File: src/slms_pkg.sv
package slms_pkg;

  // Operation codes of an input beat.
  localparam logic OP_TICK  = 1'b0;
  localparam logic OP_WRITE = 1'b1;

  // Configuration register indexes.
  localparam int unsigned CFG_INDEX_W = 1;
  localparam logic [CFG_INDEX_W-1:0] REG_SCROLL_LENGTH   = 1'b0;
  localparam logic [CFG_INDEX_W-1:0] REG_FRAMES_PER_STEP = 1'b1;

  // Field and register widths.
  localparam int unsigned ADDRESS_W   = 7;
  localparam int unsigned GLYPH_W     = 8;
  localparam int unsigned COLUMN_W    = 4;
  localparam int unsigned LENGTH_W    = 7;
  localparam int unsigned FRAMES_W    = 5;
  localparam int unsigned CFG_DATA_W  = 7;

  // Reset values of the configuration registers.
  localparam logic [LENGTH_W-1:0] SCROLL_LENGTH_RESET   = 7'd65;
  localparam logic [FRAMES_W-1:0] FRAMES_PER_STEP_RESET = 5'd30;

  typedef struct packed {
    logic                 operation;
    logic [ADDRESS_W-1:0] address;
    logic [GLYPH_W-1:0]   glyph_byte;
  } in_item_t;

  typedef struct packed {
    logic                serial_data;
    logic                shift_pulse;
    logic                latch_pulse;
    logic [GLYPH_W-1:0]  row_pattern;
    logic [COLUMN_W-1:0] column_index;
  } out_item_t;

endpackage

File: src/scrolling_led_matrix_scanner.sv
// An accepted beat passes stage 1 and the output register. Throughput: one
// input beat per cycle while item_stall is low; the message store has one
// write and one registered read port, and a latch tick reads it once.
// Reset: control state and registers return to their reset values, then a
// clearing pass zeroes every entry of the message store while item_stall
// is held high.
module scrolling_led_matrix_scanner #(
  parameter int unsigned MESSAGE_DEPTH = 128,
  parameter int unsigned COLUMNS       = 16
) (
  input  logic                                   clk,
  input  logic                                   rst,
  input  logic                                   item_valid,
  output logic                                   item_stall,
  input  slms_pkg::in_item_t                     item,
  output logic                                   result_valid,
  input  logic                                   result_stall,
  output slms_pkg::out_item_t                    result,
  input  logic                                   cfg_write,
  input  logic [slms_pkg::CFG_INDEX_W-1:0]       cfg_index,
  input  logic [slms_pkg::CFG_DATA_W-1:0]        cfg_data
);

  localparam int unsigned AW   = $clog2(MESSAGE_DEPTH);
  localparam int unsigned CW   = (COLUMNS > 2) ? $clog2(COLUMNS) : 1;
  localparam int unsigned BW   = $clog2(COLUMNS + 1);
  localparam int unsigned XW   =
    ((AW > slms_pkg::ADDRESS_W) ? AW : slms_pkg::ADDRESS_W) + 1;
  localparam int unsigned SW   =
    ((CW > slms_pkg::LENGTH_W) ? CW : slms_pkg::LENGTH_W) + 1;
  localparam int unsigned MW   = (SW > AW) ? SW : AW;
  localparam int unsigned NSUB = ((2 ** SW) - 1) / MESSAGE_DEPTH;

  // Configuration registers.
  logic [slms_pkg::LENGTH_W-1:0] scroll_length;
  logic [slms_pkg::FRAMES_W-1:0] frames_per_step;

  // Scan state.
  logic [slms_pkg::LENGTH_W-1:0] scroll_offset;
  logic [slms_pkg::FRAMES_W-1:0] frame_count;
  logic [CW-1:0]                 column_count;
  logic [BW-1:0]                 bit_slot;
  logic [slms_pkg::GLYPH_W-1:0]  row_register;

  // Message store and its clearing pass.
  logic [slms_pkg::GLYPH_W-1:0] message_store [MESSAGE_DEPTH];
  logic [slms_pkg::GLYPH_W-1:0] rd_data;
  logic                         clr_busy;
  logic [AW-1:0]                clr_addr;

  // Pipeline stage between the store read and the output register.
  logic                s1_valid;
  slms_pkg::out_item_t s1_item;

  logic                          advance;
  logic                          s1_move;
  logic                          accept;
  logic                          is_tick;
  logic                          is_latch;
  logic                          serial_bit;
  logic [BW-1:0]                 target_slot;
  logic [XW-1:0]                 addr_x;
  logic                          addr_ok;
  logic [SW-1:0]                 sum;
  logic [MW-1:0]                 sum_red;
  logic [AW-1:0]                 rd_idx;
  logic                          mem_we;
  logic [AW-1:0]                 mem_waddr;
  logic [slms_pkg::GLYPH_W-1:0]  mem_wdata;
  logic [CW+slms_pkg::COLUMN_W-1:0] col_ext;
  logic [slms_pkg::FRAMES_W:0]   frame_inc;
  logic [slms_pkg::LENGTH_W:0]   offset_inc;

  // Handshake: the output register frees the stage ahead of it.
  always_comb begin
    advance    = !result_valid || !result_stall;
    s1_move    = s1_valid && advance;
    item_stall = clr_busy || (s1_valid && !advance);
    accept     = item_valid && !item_stall;
  end

  // Decode of the accepted beat.
  always_comb begin
    is_tick     = (item.operation == slms_pkg::OP_TICK);
    is_latch    = is_tick && (bit_slot >= BW'(COLUMNS));
    target_slot = BW'(COLUMNS - 1) - BW'(column_count);
    serial_bit  = is_tick && !is_latch && (bit_slot != target_slot);
    col_ext     = (CW + slms_pkg::COLUMN_W)'(column_count);
    addr_x      = XW'(item.address);
    addr_ok     = (addr_x < XW'(MESSAGE_DEPTH));
    frame_inc   = {1'b0, frame_count} + 1'b1;
    offset_inc  = {1'b0, scroll_offset} + 1'b1;
  end

  // Store read index: offset plus column, folded into the store depth.
  always_comb begin
    sum     = SW'(scroll_offset) + SW'(column_count);
    sum_red = MW'(sum);
    for (int k = 0; k < NSUB; k++) begin
      if (sum_red >= MW'(MESSAGE_DEPTH)) begin
        sum_red = sum_red - MW'(MESSAGE_DEPTH);
      end
    end
    rd_idx = sum_red[AW-1:0];
  end

  // Store write port, shared by the clearing pass and write beats.
  always_comb begin
    mem_we    = clr_busy || (accept && !is_tick && addr_ok);
    mem_waddr = clr_busy ? clr_addr : addr_x[AW-1:0];
    mem_wdata = clr_busy ? '0 : item.glyph_byte;
  end

  always_ff @(posedge clk) begin
    if (mem_we) begin
      message_store[mem_waddr] <= mem_wdata;
    end
    if (accept) begin
      rd_data <= message_store[rd_idx];
    end
  end

  // Clearing pass after reset.
  always_ff @(posedge clk) begin
    if (rst) begin
      clr_busy <= 1'b1;
      clr_addr <= '0;
    end else if (clr_busy) begin
      if (clr_addr == AW'(MESSAGE_DEPTH - 1)) begin
        clr_busy <= 1'b0;
      end
      clr_addr <= clr_addr + 1'b1;
    end
  end

  // Configuration writes.
  always_ff @(posedge clk) begin
    if (rst) begin
      scroll_length   <= slms_pkg::SCROLL_LENGTH_RESET;
      frames_per_step <= slms_pkg::FRAMES_PER_STEP_RESET;
    end else if (cfg_write) begin
      unique case (cfg_index)
        slms_pkg::REG_SCROLL_LENGTH: begin
          scroll_length <= cfg_data[slms_pkg::LENGTH_W-1:0];
        end
        slms_pkg::REG_FRAMES_PER_STEP: begin
          frames_per_step <= cfg_data[slms_pkg::FRAMES_W-1:0];
        end
        default: begin
        end
      endcase
    end
  end

  // Scan counters: bit slot, column, frame and scroll offset.
  always_ff @(posedge clk) begin
    if (rst) begin
      bit_slot      <= '0;
      column_count  <= '0;
      frame_count   <= '0;
      scroll_offset <= '0;
    end else if (accept && is_tick) begin
      if (!is_latch) begin
        bit_slot <= bit_slot + 1'b1;
      end else begin
        bit_slot <= '0;
        if (column_count != CW'(COLUMNS - 1)) begin
          column_count <= column_count + 1'b1;
        end else begin
          column_count <= '0;
          if (frame_inc < {1'b0, frames_per_step}) begin
            frame_count <= frame_inc[slms_pkg::FRAMES_W-1:0];
          end else begin
            frame_count <= '0;
            if (offset_inc >= {1'b0, scroll_length}) begin
              scroll_offset <= '0;
            end else begin
              scroll_offset <= offset_inc[slms_pkg::LENGTH_W-1:0];
            end
          end
        end
      end
    end
  end

  // Stage 1: holds the beat while the store read completes.
  always_ff @(posedge clk) begin
    if (rst) begin
      s1_valid <= 1'b0;
    end else if (accept) begin
      s1_valid <= 1'b1;
    end else if (s1_move) begin
      s1_valid <= 1'b0;
    end
  end

  always_ff @(posedge clk) begin
    if (accept) begin
      s1_item.serial_data  <= serial_bit;
      s1_item.shift_pulse  <= is_tick && !is_latch;
      s1_item.latch_pulse  <= is_latch;
      s1_item.row_pattern  <= '0;
      s1_item.column_index <= col_ext[slms_pkg::COLUMN_W-1:0];
    end
  end

  // Row register takes the store byte when a latch beat leaves stage 1.
  always_ff @(posedge clk) begin
    if (rst) begin
      row_register <= '0;
    end else if (s1_move && s1_item.latch_pulse) begin
      row_register <= rd_data;
    end
  end

  // Output register.
  always_ff @(posedge clk) begin
    if (rst) begin
      result_valid <= 1'b0;
    end else if (advance) begin
      result_valid <= s1_valid;
    end
  end

  always_ff @(posedge clk) begin
    if (s1_move) begin
      result.serial_data  <= s1_item.serial_data;
      result.shift_pulse  <= s1_item.shift_pulse;
      result.latch_pulse  <= s1_item.latch_pulse;
      result.row_pattern  <= s1_item.latch_pulse ? rd_data : row_register;
      result.column_index <= s1_item.column_index;
    end
  end

endmodule

File: config.mk
export PLATFORM = sky130hd
export DESIGN_NAME = scrolling_led_matrix_scanner
export DESIGN_NICKNAME = d
export VERILOG_FILES = /design/src/slms_pkg.sv /design/src/scrolling_led_matrix_scanner.sv
export SDC_FILE = /design/constraint.sdc
export NUM_CORES = 1
export LEC_CHECK = 0
export ABC_AREA = 1
export BUFFER_PORTS_ARGS = -buffer_cell sky130_fd_sc_hd__buf_2
export CORE_ASPECT_RATIO = 1.2
export CORE_MARGIN = 5
export CORE_UTILIZATION = 40
export CTS_CLUSTER_SIZE = 12
export DETAILED_ROUTE_END_ITERATION = 16
export HOLD_SLACK_MARGIN = 0.08
export SYNTH_ARGS = -nofsm -noshare
export SYNTH_HDL_FRONTEND = slang
export SYNTH_SLANG_ARGS = --single-unit
File: constraint.sdc
create_clock -name clk -period 5.84 [get_ports clk]
set_clock_uncertainty 0.1 [all_clocks]
set_input_delay 1.168 -clock clk [delete_from_list [all_inputs] [get_ports clk]]
set_output_delay 1.168 -clock clk [all_outputs]
set_load 0.005 [all_outputs]
Word level (Yosys, flattened, before mapping)

Memories as Yosys holds them, arrays and structs flattened. A register that Yosys moved wholly into a read port is not among the register bits.
Cells that the tools add are included.

Flip-flop bits (word level): 73
Latch bits: 0
Bits in writable memories: 1,024
ROM bits: 0
Input bits: 29
Memories: 1

Memory list:

| name          | words | width | read ports | clocked after memory_dff | wr ports | RTL line                           | source |
|---|---|---|---|---|---|---|---|
| message_store | 128   | 8     | 1          | 1                        | 1        | scrolling_led_matrix_scanner.sv:46 | `logic [slms_pkg::GLYPH_W-1:0] message_store [MESSAGE_DEPTH];` |

$add $sub $neg: 8
Multiply operators: 0
Div/mod/pow operators: 0
Order comparisons: 4
Equal/unequal tests: 3
Shifts and indexed selects: 0
Mux-type cells: 14
Bitwise operators: 4
Reduce and logical (&&, ||, !) cells: 23

Operator list:

| operator                                                 | number |
|---|---|
| 2-to-1 mux 7 bit                                         | 3 |
| 2-to-1 mux 8 bit                                         | 2 |
| 2-to-1 mux 5 bit                                         | 2 |
| logical AND 1 bit                                        | 9 |
| adder 7 x 1 -> 8 bit, second input constant              | 1 |
| adder 7 x 4 -> 8 bit                                     | 1 |
| greater-or-equal comparator 8 x 7 -> 1 bit               | 1 |
| greater-or-equal comparator 8 bit, second input constant | 1 |
| adder 7 x 1 -> 7 bit, second input constant              | 1 |
| == test 7 bit, second input constant                     | 1 |
| subtractor 7 x 1 -> 7 bit, second input constant         | 1 |
| adder 5 x 1 -> 6 bit, second input constant              | 1 |
| less-than comparator 6 x 5 -> 1 bit                      | 1 |
| 2-to-1 mux 1 bit                                         | 6 |
| AND reduction 2 bit                                      | 3 |
| adder 5 x 1 -> 5 bit, second input constant              | 1 |
| greater-or-equal comparator 5 bit, second input constant | 1 |
| logical NOT 1 bit                                        | 5 |
| != test 5 bit                                            | 1 |
| subtractor 4 x 4 -> 5 bit, first input constant          | 1 |
| adder 4 x 1 -> 4 bit, second input constant              | 1 |
| 2-to-1 mux 4 bit                                         | 1 |
| != test 4 bit, second input constant                     | 1 |
| NOT 1 bit                                                | 4 |
| 4 further kinds                                          | 6 |

Logic depth before layout (Yosys ltp)

Gate-level depths: netlist of run 1.

Depth in word-level cells: 11
Depth in mapped cells: 16
Mapped depth without buffers: 15

Least setup slack after synthesis of run 1

Ideal clock, no wire load.

Path kind: input to register
From: input port item[0] in the netlist's numbering
To: memory message_store[0][0] in the netlist's numbering, data pin
Library setup time: 0.804 ns
Data arrival time: 4.184 ns
Data required time: 4.936 ns
Slack: 0.753 ns
Stages on the path: 2
Buffers on the path: 0
Cell sequence: inv_1 nor2_1

Cells in the longest elaborated chain, start to end: 1

RTL lines:

| element                 | RTL line                            | source |
|---|---|---|
| from (decl)             | scrolling_led_matrix_scanner.sv:15  | `input slms_pkg::in_item_t item,` |
| 2-to-1 mux 8 bit        | scrolling_led_matrix_scanner.sv:111 | `mem_wdata = clr_busy ? '0 : item.glyph_byte;` |
| net mem_wdata (one bit) | scrolling_led_matrix_scanner.sv:69  | `logic [slms_pkg::GLYPH_W-1:0] mem_wdata;` |
| to (decl)               | scrolling_led_matrix_scanner.sv:46  |  |

The timed path passes the listed nets, and every way through them passes these cells.

Worst setup path in the final report of run 1

From: register clr_busy
To: memory message_store[3][0] in the netlist's numbering, enable pin

Cells in the longest elaborated chain, start to end: 7

RTL lines:

| element                                | RTL line                            | source |
|---|---|---|
| from (decl)                            | scrolling_led_matrix_scanner.sv:48  | `logic clr_busy;` |
| from (signal assigned)                 | scrolling_led_matrix_scanner.sv:126 | `clr_busy <= 1'b1;` |
| from (signal assigned)                 | scrolling_led_matrix_scanner.sv:130 | `clr_busy <= 1'b0;` |
| logical OR 1 bit                       | scrolling_led_matrix_scanner.sv:78  | `item_stall = clr_busy \|\| (s1_valid && !advance);` |
| logical NOT 1 bit                      | scrolling_led_matrix_scanner.sv:79  | `accept = item_valid && !item_stall;` |
| logical AND 1 bit                      | scrolling_led_matrix_scanner.sv:79  |  |
| logical AND 1 bit                      | scrolling_led_matrix_scanner.sv:109 | `mem_we = clr_busy \|\| (accept && !is_tick && addr_ok);` |
| logical OR 1 bit                       | scrolling_led_matrix_scanner.sv:109 |  |
| 2-to-1 mux 1 bit                       | scrolling_led_matrix_scanner.sv:115 | `if (mem_we) begin` |
| 2-to-1 mux 1 bit (implied by the code) | scrolling_led_matrix_scanner.sv:116 | `message_store[mem_waddr] <= mem_wdata;` |

Several ways; a longest one is shown, not always the timed one.

==> reports/results.md, run 1 <==
| Group | Metric | Reported |
|---|---|---|
| outcome | Result of the run | complete, no violations |
| global route | Overall Global Routing Usage | 19.5% |
| sta | Number of hold violations in the final report | 0 |
| yosys | Post-synthesis cell type count | 38 |
| critical path | Critical path capture point type | flip-flop |
| min path | Path category of the worst min-delay check | reg2reg |
| sta | Measured slew at the worst slew-check pin | 1.16 ns |
| yosys | Post-synthesis register bit count | 1105 |
| floorplanning | Die span in x | 324 µm |
| cells and area | Post-route cell area | 0.0520 mm² |
| yosys | Post-synthesis sequential area ratio | 69.0% |
| routing | Antenna-violating nets left | 0 |
| clock tree | Clock root buffer | clkbuf_16 |
| yosys | Dominant cells by area after synthesis | edfxtp_1, nand2_1, nand3_1 |
| routing | Wire length reported by the detailed router | 124 mm |
| critical path | Signal arrival time at the worst endpoint | 4.28 ns |
| critical path | Class of the most critical setup path | reg2reg |
| power and ir drop | Power per Cell Area | 291 mW/mm² |
| place | Port Buffers | 45 |
| cells and area | Nets | 4588 |
| global route | Via count of the first global-routing pass | 30100 |
| yosys | Post-synth top area cell | edfxtp_1 |
| sta | Max-slew headroom at the worst pin | 22.8% |
| routing | DR WL/cell | 20.2 µm |
| cells and area | Area Growth Syn to Fin | 9.86% |
| yosys | Most used standard cells in the synthesized netlist | nand2_1, edfxtp_1, nand3_1 |
| floorplanning | Starting density of the core | 40.2% |
| yosys | Post-synthesis instance total | 4580 |
| sta | Final worst path period share | 69.3% |
| sta | Setup Total Neg Slack | 0 ns |
| clock tree | Level count of the clock H-tree | 3 |
| routing | Number of vias per cell after detailed routing | 5.10 |
| routing | Number of search-and-repair iterations in the first detailed-routing pass | 5 |
| clock tree | Clock tree from TritonCTS | built |
| global route | Global route overflow | 0 |
| cells and area | Post-Layout Cell Count | 6130 |
| floorplanning | Die outline height | 387 µm |
| yosys | Post-synthesis area per instance | 10.3 µm² |
| yosys | Async set-reset flop share out of synthesis | 0% |
| sta | Count of pins over their slew limit | 0 |
| place | Routability Congestion | 0.849 |
| sta | Upper clock frequency limit | 247 MHz |
| sta | Unrepaired setup endpoints after global routing | no |
| cells and area | Antenna Diode Count | 0 |
| global route | Maximum number of pins on one net before global-route repair | 207 |
| place | DP HPWL | 71.3 mm |
| clock tree | # resized after CTS | 0 |
| critical path | Startpoint class of the critical path | flip-flop |
| routing | Total vias in the final route | 31300 |
| routing | Iteration-0 DRC Markers | 3116 |
| clock tree | Maximum buffer depth of the clock tree | 3 |
| sta | Setup Viol. Count Final | 0 |
| yosys | Yosys Warn Count | 0 |
| yosys | Syn nets | 4630 |
| cells and area | Share of post-route cells with drive strength above 1 | 5.64% |
| critical path | Highest fanout seen on the critical path | 16 |
| power and ir drop | Static leakage | 20.3 nW |
| clock tree | Number of clock buffers inserted by TritonCTS | 108 |
| critical path | Required time at the endpoint of the critical path | 6.07 ns |
| clock tree | Clock slew at the register clock pins of the worst setup and hold paths | 0.06 ns |
| floorplanning | Core region area | 0.118 mm² |
| critical path | Setup slack on the worst flop-to-flop path | 1.80 ns |
| critical path | Crit-path cells | buf_4 -> inv_2 -> or2_1 -> o21ai_1 -> inv_1 -> nor2_1 -> nand2_1 -> nor2_1 |
| yosys | Post-synth top flop | edfxtp_1 |
| global route | Antenna violations before repair | 3 |
| clock tree | Clk_lat worst skew | 0.72 ns |
| clock tree | Clock sinks | 1105 |
| critical path | Cell mode on critical path | nor2_1 |
| critical path | Max stage delay on crit path | 0.81 ns |
| yosys | Most repeated cell in the gate-level netlist after synthesis | nand2_1 |
| clock tree | Post-CTS setup buffer count | 0 |
| floorplanning | Number of ports placed on the die boundary | 46 |
| place | Placement-stage cell area | 0.0489 mm² |
| yosys | Post-Synthesis Cell Area | 0.0474 mm² |
| power and ir drop | Total chip power | 15.2 mW |
| floorplanning | Die outline area | 0.125 mm² |
| power and ir drop | VDD IR max | 0.214 mV |
| place | DP Cell Count | 5968 |
| global route | Global-route wire length before repair | 186 mm |
| job | Maximum capacitance violations | 0 |
| yosys | Number of enable flip-flop cells after synthesis | 1054 |
| clock tree | Hold buffer count at CTS | 0 |
| critical path | Highest-delay cell along the critical path | nor2_1 |
| routing | DR DRC count | 0 |
| sta | Shortest clock period the worst path allows after layout | 4.04 ns |
| floorplanning | Number of cell rows | 138 |
| yosys | Synth top area share | 66.8% |
==> sequential cells by signal, summed over array words and instances, names as in the netlist, 4 cells and up <==
signal	cells
bit_slot	5
clr_addr	7
column_count	4
frame_count	5
frames_per_step	5
message_store	1024
rd_data	8
result	15
row_register	8
s1_item	7
scroll_length	7
scroll_offset	7
==> layer usage <==
metal,global-route usage [%],part of all wire (%),vias up,routed length (µm)
li1,-,-,15100,-
met1,25.6,41,14900,50700
met2,31.9,47,1117,58700
met3,3.66,7.5,237,9220
met4,7.99,4.1,0,5070
met5,0,0,-,0
==> critical path: cells and delay by family (launching register included) <==
kind	cells	cell delay, ns
flops	1	0.45
compound gates	1	0.25
buf+inv	3	0.67
simple gates	4	2.15
==> final timing paths <==
kind | from | end | cells past startpoint
max | clr_busy | message_store[3][0] | 8
min | s1_item[3] | result[3] | 0
max reg2reg | clr_busy | message_store[3][0] | 8
min reg2reg | s1_item[3] | result[3] | 0
==> layout by cell type, fill, tap and decap left out, types with 2 or more instances in the layout <==
cell / count
a211oi_1: 2
a21oi_1: 32
a31oi_1: 2
buf_12: 13
buf_2: 45
buf_4: 28
bufinv_16: 3
clkbuf_1: 20
clkbuf_16: 109
clkinv_1: 18
clkinv_2: 8
dfxtp_1: 51
edfxtp_1: 1054
ha_1: 19
inv_1: 347
inv_16: 3
inv_2: 13
inv_6: 2
nand2_1: 1599
nand2_2: 7
nand3_1: 482
nand4_1: 15
nor2_1: 444
nor2_2: 5
nor2_4: 8
nor3_1: 8
nor3b_1: 2
o211ai_1: 6
o21ai_0: 164
o21ai_1: 49
o21ai_2: 3
or2_1: 3
xnor2_1: 4
xnor2_2: 2
xor2_1: 7
==> report_power, final <==
group          internal [mW]  switching, mW  leakage, nW  total (mW)
logic                 0.0416          0.135         8.62       0.177
registers               8.57        0.00688         10.2        8.58
clock network           3.50           2.89         1.51        6.40
==> layout make-up <==
class,instances,area [µm²]
Inverter,365,1400
Timing Repair Buffer,86,696
Clock buffer,129,2800
Multi-Input combinational cell,2872,12200
Fill cell,11000,65700
Clock inverter,33,294
Sequential cell,1105,32700
Tap cell,1540,1930
==> kinds of logic (layout without fill, tap and decap cells) <==
group                      after synthesis  after routing  synth area share, %
xor gates and xnor gates                14             14                0.275
AOI/OAI and AO/OA                      260            260                 2.85
and+or+nand+nor                       2576           2576                 21.9
DFF                                   1105           1105                 69.0
buffers and inverters                  603            613                 5.37
adders and majority gates               21             21                0.571
muxes                                    1              1               0.0211
==> through the flow <==
stage                     setup slack [ns]  hold slack (ns)  utilization, %
after global placement                1.48            0.303            41.5
after detailed placement              1.46            0.306            41.5
final                                 1.80            0.320            44.2
after global routing                  1.56            0.322            44.2
after CTS                             1.79            0.320            44.2
after floorplan                      0.753            0.300               -
No activity file was read; power rests on OpenSTA's default activity.
==> run 2: changes to the inputs <==
- ABC_AREA: 1 -> 0
- clock period: 5.84 -> 3.9 ns (I/O delays scaled with it)
==> reports/results.md, run 2 <==
| Group | Metric | Reported | Change |
|---|---|---|---|
| yosys | Post-Synthesis Cell Area | 0.0437 mm² | -7.8% |
| yosys | Dominant cells by area after synthesis | edfxtp_1, mux4_2, dfxtp_1 |  |
| cells and area | Post-Layout Cell Count | 3810 | -38% |
| floorplanning | Die outline area | 0.116 mm² | -7.5% |
| global route | Overall Global Routing Usage | 17.5% | -2.0 points |
| clock tree | Number of clock buffers inserted by TritonCTS | 106 | -1.9% |
| place | Port Buffers | 45 | unchanged |
| yosys | Yosys Warn Count | 0 | unchanged |
| yosys | Synth top area share | 72.5% | +5.6 points |
| critical path | Capturing point of the worst reg2reg path | rd_data[0] |  |
| critical path | Count of buffering cells on the critical path with inverters included | 4 | +1 |
| clock tree | Maximum buffer depth of the clock tree | 3 | unchanged |
| floorplanning | Die span in x | 312 µm | -3.8% |
| critical path | Reg2Reg Depth | 10 | +2 |
| critical path | Setup slack on the worst flop-to-flop path | 0.11 ns | -1.69 ns |
| critical path | Highest fanout seen on the critical path | 30 | +14 |
| routing | Antenna-violating nets left | 0 | unchanged |
| min path | Path category of the worst min-delay check | in2reg |  |
| critical path | Max stage delay on crit path | 0.97 ns | +0.16 ns |
| cells and area | Largest registers | message_store (1024), result (15) |  |
| global route | Fraction of met2 tracks used by global routing | 29.8% | -2.0 points |
| global route | Global Route met1 Usage | 23.6% | -2.0 points |
| global route | Via count of the first global-routing pass | 22000 | -27% |
| critical path | Critical path capture point type | flip-flop |  |
| critical path | Cell mode on critical path | buf_12 |  |
| yosys | Most used standard cells in the synthesized netlist | edfxtp_1, mux4_2, nor2_1 |  |
| sta | Setup Viol. Count Final | 0 | unchanged |
| power and ir drop | Total chip power | 22.5 mW | +48% |
| cells and area | Share of post-route cells with drive strength above 1 | 30.7% | +25 points |
| clock tree | Clock slew at the register clock pins of the worst setup and hold paths | 0.06 ns | about the same |
| yosys | Post-synthesis sequential area ratio | 74.8% | +5.8 points |
| cells and area | Area Growth Syn to Fin | 15.2% |  |
| sta | Final worst path period share | 97.2% | +28 points |
| sta | Setup slack of the critical path after layout | 0.108 ns | -1.69 ns |
| floorplanning | Number of ports placed on the die boundary | 46 | unchanged |
| clock tree | Clk_lat worst skew | 0.70 ns | -0.02 ns |
| clock tree | Clock tree from TritonCTS | built |  |
| critical path | Worst setup path startpoint | scroll_offset[1] |  |
| critical path | Required time at the endpoint of the critical path | 4.24 ns | -1.83 ns |
| routing | DR WL/cell | 26.5 µm | +31% |
| place | DP Cell Count | 3643 | -39% |
| yosys | Async set-reset flop share out of synthesis | 0% | unchanged |
| critical path | CP Depth | 10 | +2 |
| clock tree | Clock sinks | 1105 | unchanged |
| floorplanning | Core region area | 0.108 mm² | -8.1% |
| global route | Global route hottest layer | met2 |  |
| place | DP HPWL | 63.7 mm | -11% |
| global route | Global-route wire length before repair | 151 mm | -19% |
| yosys | Most repeated cell in the gate-level netlist after synthesis | edfxtp_1 |  |
| cells and area | Leading cell types in the layout, fill and taps excluded | edfxtp_1, mux4_2, buf_4, nor2_1, clkbuf_16 |  |
| cells and area | Final Core Density | 46.5% | +2.3 points |
| yosys | Post-synthesis register bit count | 1105 | unchanged |
| clock tree | Hold buffer count at CTS | 0 | unchanged |
| yosys | Post-synthesis area per instance | 21.1 µm² | +100% |
| routing | Number of vias per cell after detailed routing | 5.59 | +9.6% |
| sta | Upper clock frequency limit | 264 MHz | +6.7% |
| routing | Iteration-0 DRC Markers | 2022 | -35% |
| critical path | Cell family with the largest share of critical-path delay | adder cells |  |
| routing | Number of search-and-repair iterations in the first detailed-routing pass | 5 | unchanged |
| cells and area | Nets | 2397 | -48% |
| cells and area | Largest reg by FF count | message_store |  |
| sta | Count of pins over their slew limit | 0 | unchanged |
| power and ir drop | VDD IR max | 0.403 mV | +88% |
| yosys | Syn nets | 2124 | -54% |
| yosys | Post-synth top area cell | edfxtp_1 |  |
| critical path | Signal arrival time at the worst endpoint | 4.13 ns | -0.15 ns |
| global route | Met3 routing resource usage after global routing | 2.46% | -1.2 points |
| floorplanning | Die outline height | 372 µm | -3.9% |
| sta | Unrepaired setup endpoints after global routing | no |  |
| global route | Maximum number of pins on one net before global-route repair | 129 | -38% |
| sta | Max-slew headroom at the worst pin | 39.3% | +17 points |
| cells and area | Antenna Diode Count | 0 | unchanged |
| place | Routability Congestion | 0.804 | -5.3% |
| cells and area | Most common library cell in the layout ignoring fill and taps | edfxtp_1 |  |
| yosys | Post-synthesis cell type count | 64 | +68% |
| clock tree | Clock root buffer | clkbuf_16 |  |
| power and ir drop | Power per Cell Area | 447 mW/mm² | +54% |
| outcome | Result of the run | complete, no violations |  |
| critical path | Highest-delay cell along the critical path | fa_4 |  |
| global route | Global route overflow | 0 | unchanged |
| cells and area | Number of flip-flops under the largest register name | 1024 | unchanged |
| place | Worst setup slack before clock tree synthesis | -0.120 ns | -1.58 ns |
| sta | Measured slew at the worst slew-check pin | 0.908 ns | -0.247 ns |
| critical path | Startpoint class of the critical path | flip-flop |  |
| sta | Number of hold violations in the final report | 0 | unchanged |
| critical path | Reg-to-reg critical path startpoint | scroll_offset[1] |  |
| yosys | Number of enable flip-flop cells after synthesis | 1054 | unchanged |
| critical path | Crit-path cells | inv_1 -> fa_4 -> buf_12 -> buf_12 -> mux4_2 -> mux4_1 -> o22a_1 -> o211ai_1 -> buf_4 -> a211oi_2 |  |
| floorplanning | Number of cell rows | 132 | -4.3% |
| routing | DR DRC count | 0 | unchanged |
| job | Maximum capacitance violations | 0 | unchanged |
| min path | Hold Path Origin | cfg_data[6] |  |
| clock tree | Level count of the clock H-tree | 3 | unchanged |
| routing | Wire length reported by the detailed router | 101 mm | -19% |
| power and ir drop | Static leakage | 16.5 nW | -19% |
| yosys | Post-synth top flop | edfxtp_1 |  |
| sta | Shortest clock period the worst path allows after layout | 3.79 ns | -0.252 ns |
| critical path | CP Capture Point | rd_data[0] |  |
| global route | Antenna violations before repair | 0 | -3 |
| yosys | Post-synthesis instance total | 2074 | -55% |
| critical path | Class of the most critical setup path | reg2reg |  |
| routing | Total vias in the final route | 21300 | -32% |
| floorplanning | Starting density of the core | 40.4% | +0.17 points |
run 2: changes by cell type after synthesis, moves of 14 or more:
| cell | delta |
|---|---|
| nor2_1 | -292 |
| mux2i_1 | +19 |
| clkbuf_1 | -29 |
| nand3_1 | -459 |
| and3_1 | +17 |
| buf_1 | -22 |
| o21ai_0 | -150 |
| inv_2 | -14 |
| nand2_1 | -1519 |
| o21ai_1 | -48 |
| a211o_1 | +14 |
| buf_2 | -79 |
| inv_1 | -322 |
| mux4_2 | +311 |
run 2: kinds of logic (layout without fill, tap and decap cells):
logic type | after synthesis | in the layout | share of synthesized area (%)
AO/OA/AOI/OAI | 116 | 116 | 1.99
XOR/XNOR | 24 | 24 | 0.559
adder cells (fa/ha/maj) | 21 | 21 | 0.619
buffers and inverters | 125 | 454 | 1.43
flip-flops | 1105 | 1105 | 74.8
multiplexers | 348 | 348 | 17.2
AND/OR/NAND/NOR | 335 | 335 | 3.40
run 2: how the worst min path moves through the flow:
stage,to,slack [ns],depth (start not counted)
2_1_floorplan,result[0],0.30,0
3_3_place_gp,result[3],0.32,0
3_5_place_dp,result[13],0.32,0
4_1_cts,scroll_length[6],0.14,2
5_1_grt,scroll_length[6],0.18,2
6_report,scroll_length[6],0.19,2
run 2: cell type report:
| type | instances | area (µm²) |
|---|---|---|
| repair buffers | 264 | 2220 |
| inverters | 26 | 97.6 |
| clock buffers | 149 | 2830 |
| well taps | 1407 | 1760 |
| fillers | 8793 | 57900 |
| multi-input cells | 844 | 10500 |
| flip-flops and latches | 1105 | 32700 |
| clock inverters | 15 | 215 |
run 2: stage by stage:
| step | hold WS [ns] | cell area, µm² | TNS, ns |
|---|---|---|---|
| after floorplan | 0.300 | 43700 | -1338.84 |
| after global placement | 0.321 | 47200 | -0.174 |
| after detailed placement | 0.319 | 47200 | -0.185 |
| after CTS | 0.139 | 50300 | 0 |
| after global routing | 0.184 | 50300 | 0 |
| final | 0.191 | 50300 | 0 |
run 2: worst register-to-register path, cell delays in order (launching register included):
cell and delay [ns]:
dfxtp_1 0.41, inv_1 0.10, fa_4 0.98, buf_12 0.18
buf_12 0.21, mux4_2 0.35, mux4_1 0.57, o22a_1 0.32
o211ai_1 0.14, buf_4 0.15, a211oi_2 0.03
run 2: per-layer routing:
metal  wire length, µm  part of all wire, %
met5                 0                    0
met4              2890                  2.9
met3              6030                  6.0
met2             50800                   50
met1             41000                   41
run 2: what timing repair did:
action	CTS	global route
gates resized for setup	3	1
setup endpoints to repair	3	3
pin swaps	1	2
buffers inserted	1	2
run 2: where the power goes:
group | switching (mW) | total, mW | internal, mW
clock network | 4.17 | 9.32 | 5.15
registers | 0.0197 | 12.9 | 12.8
logic | 0.201 | 0.312 | 0.110
total | 4.39 | 22.5 | 18.1
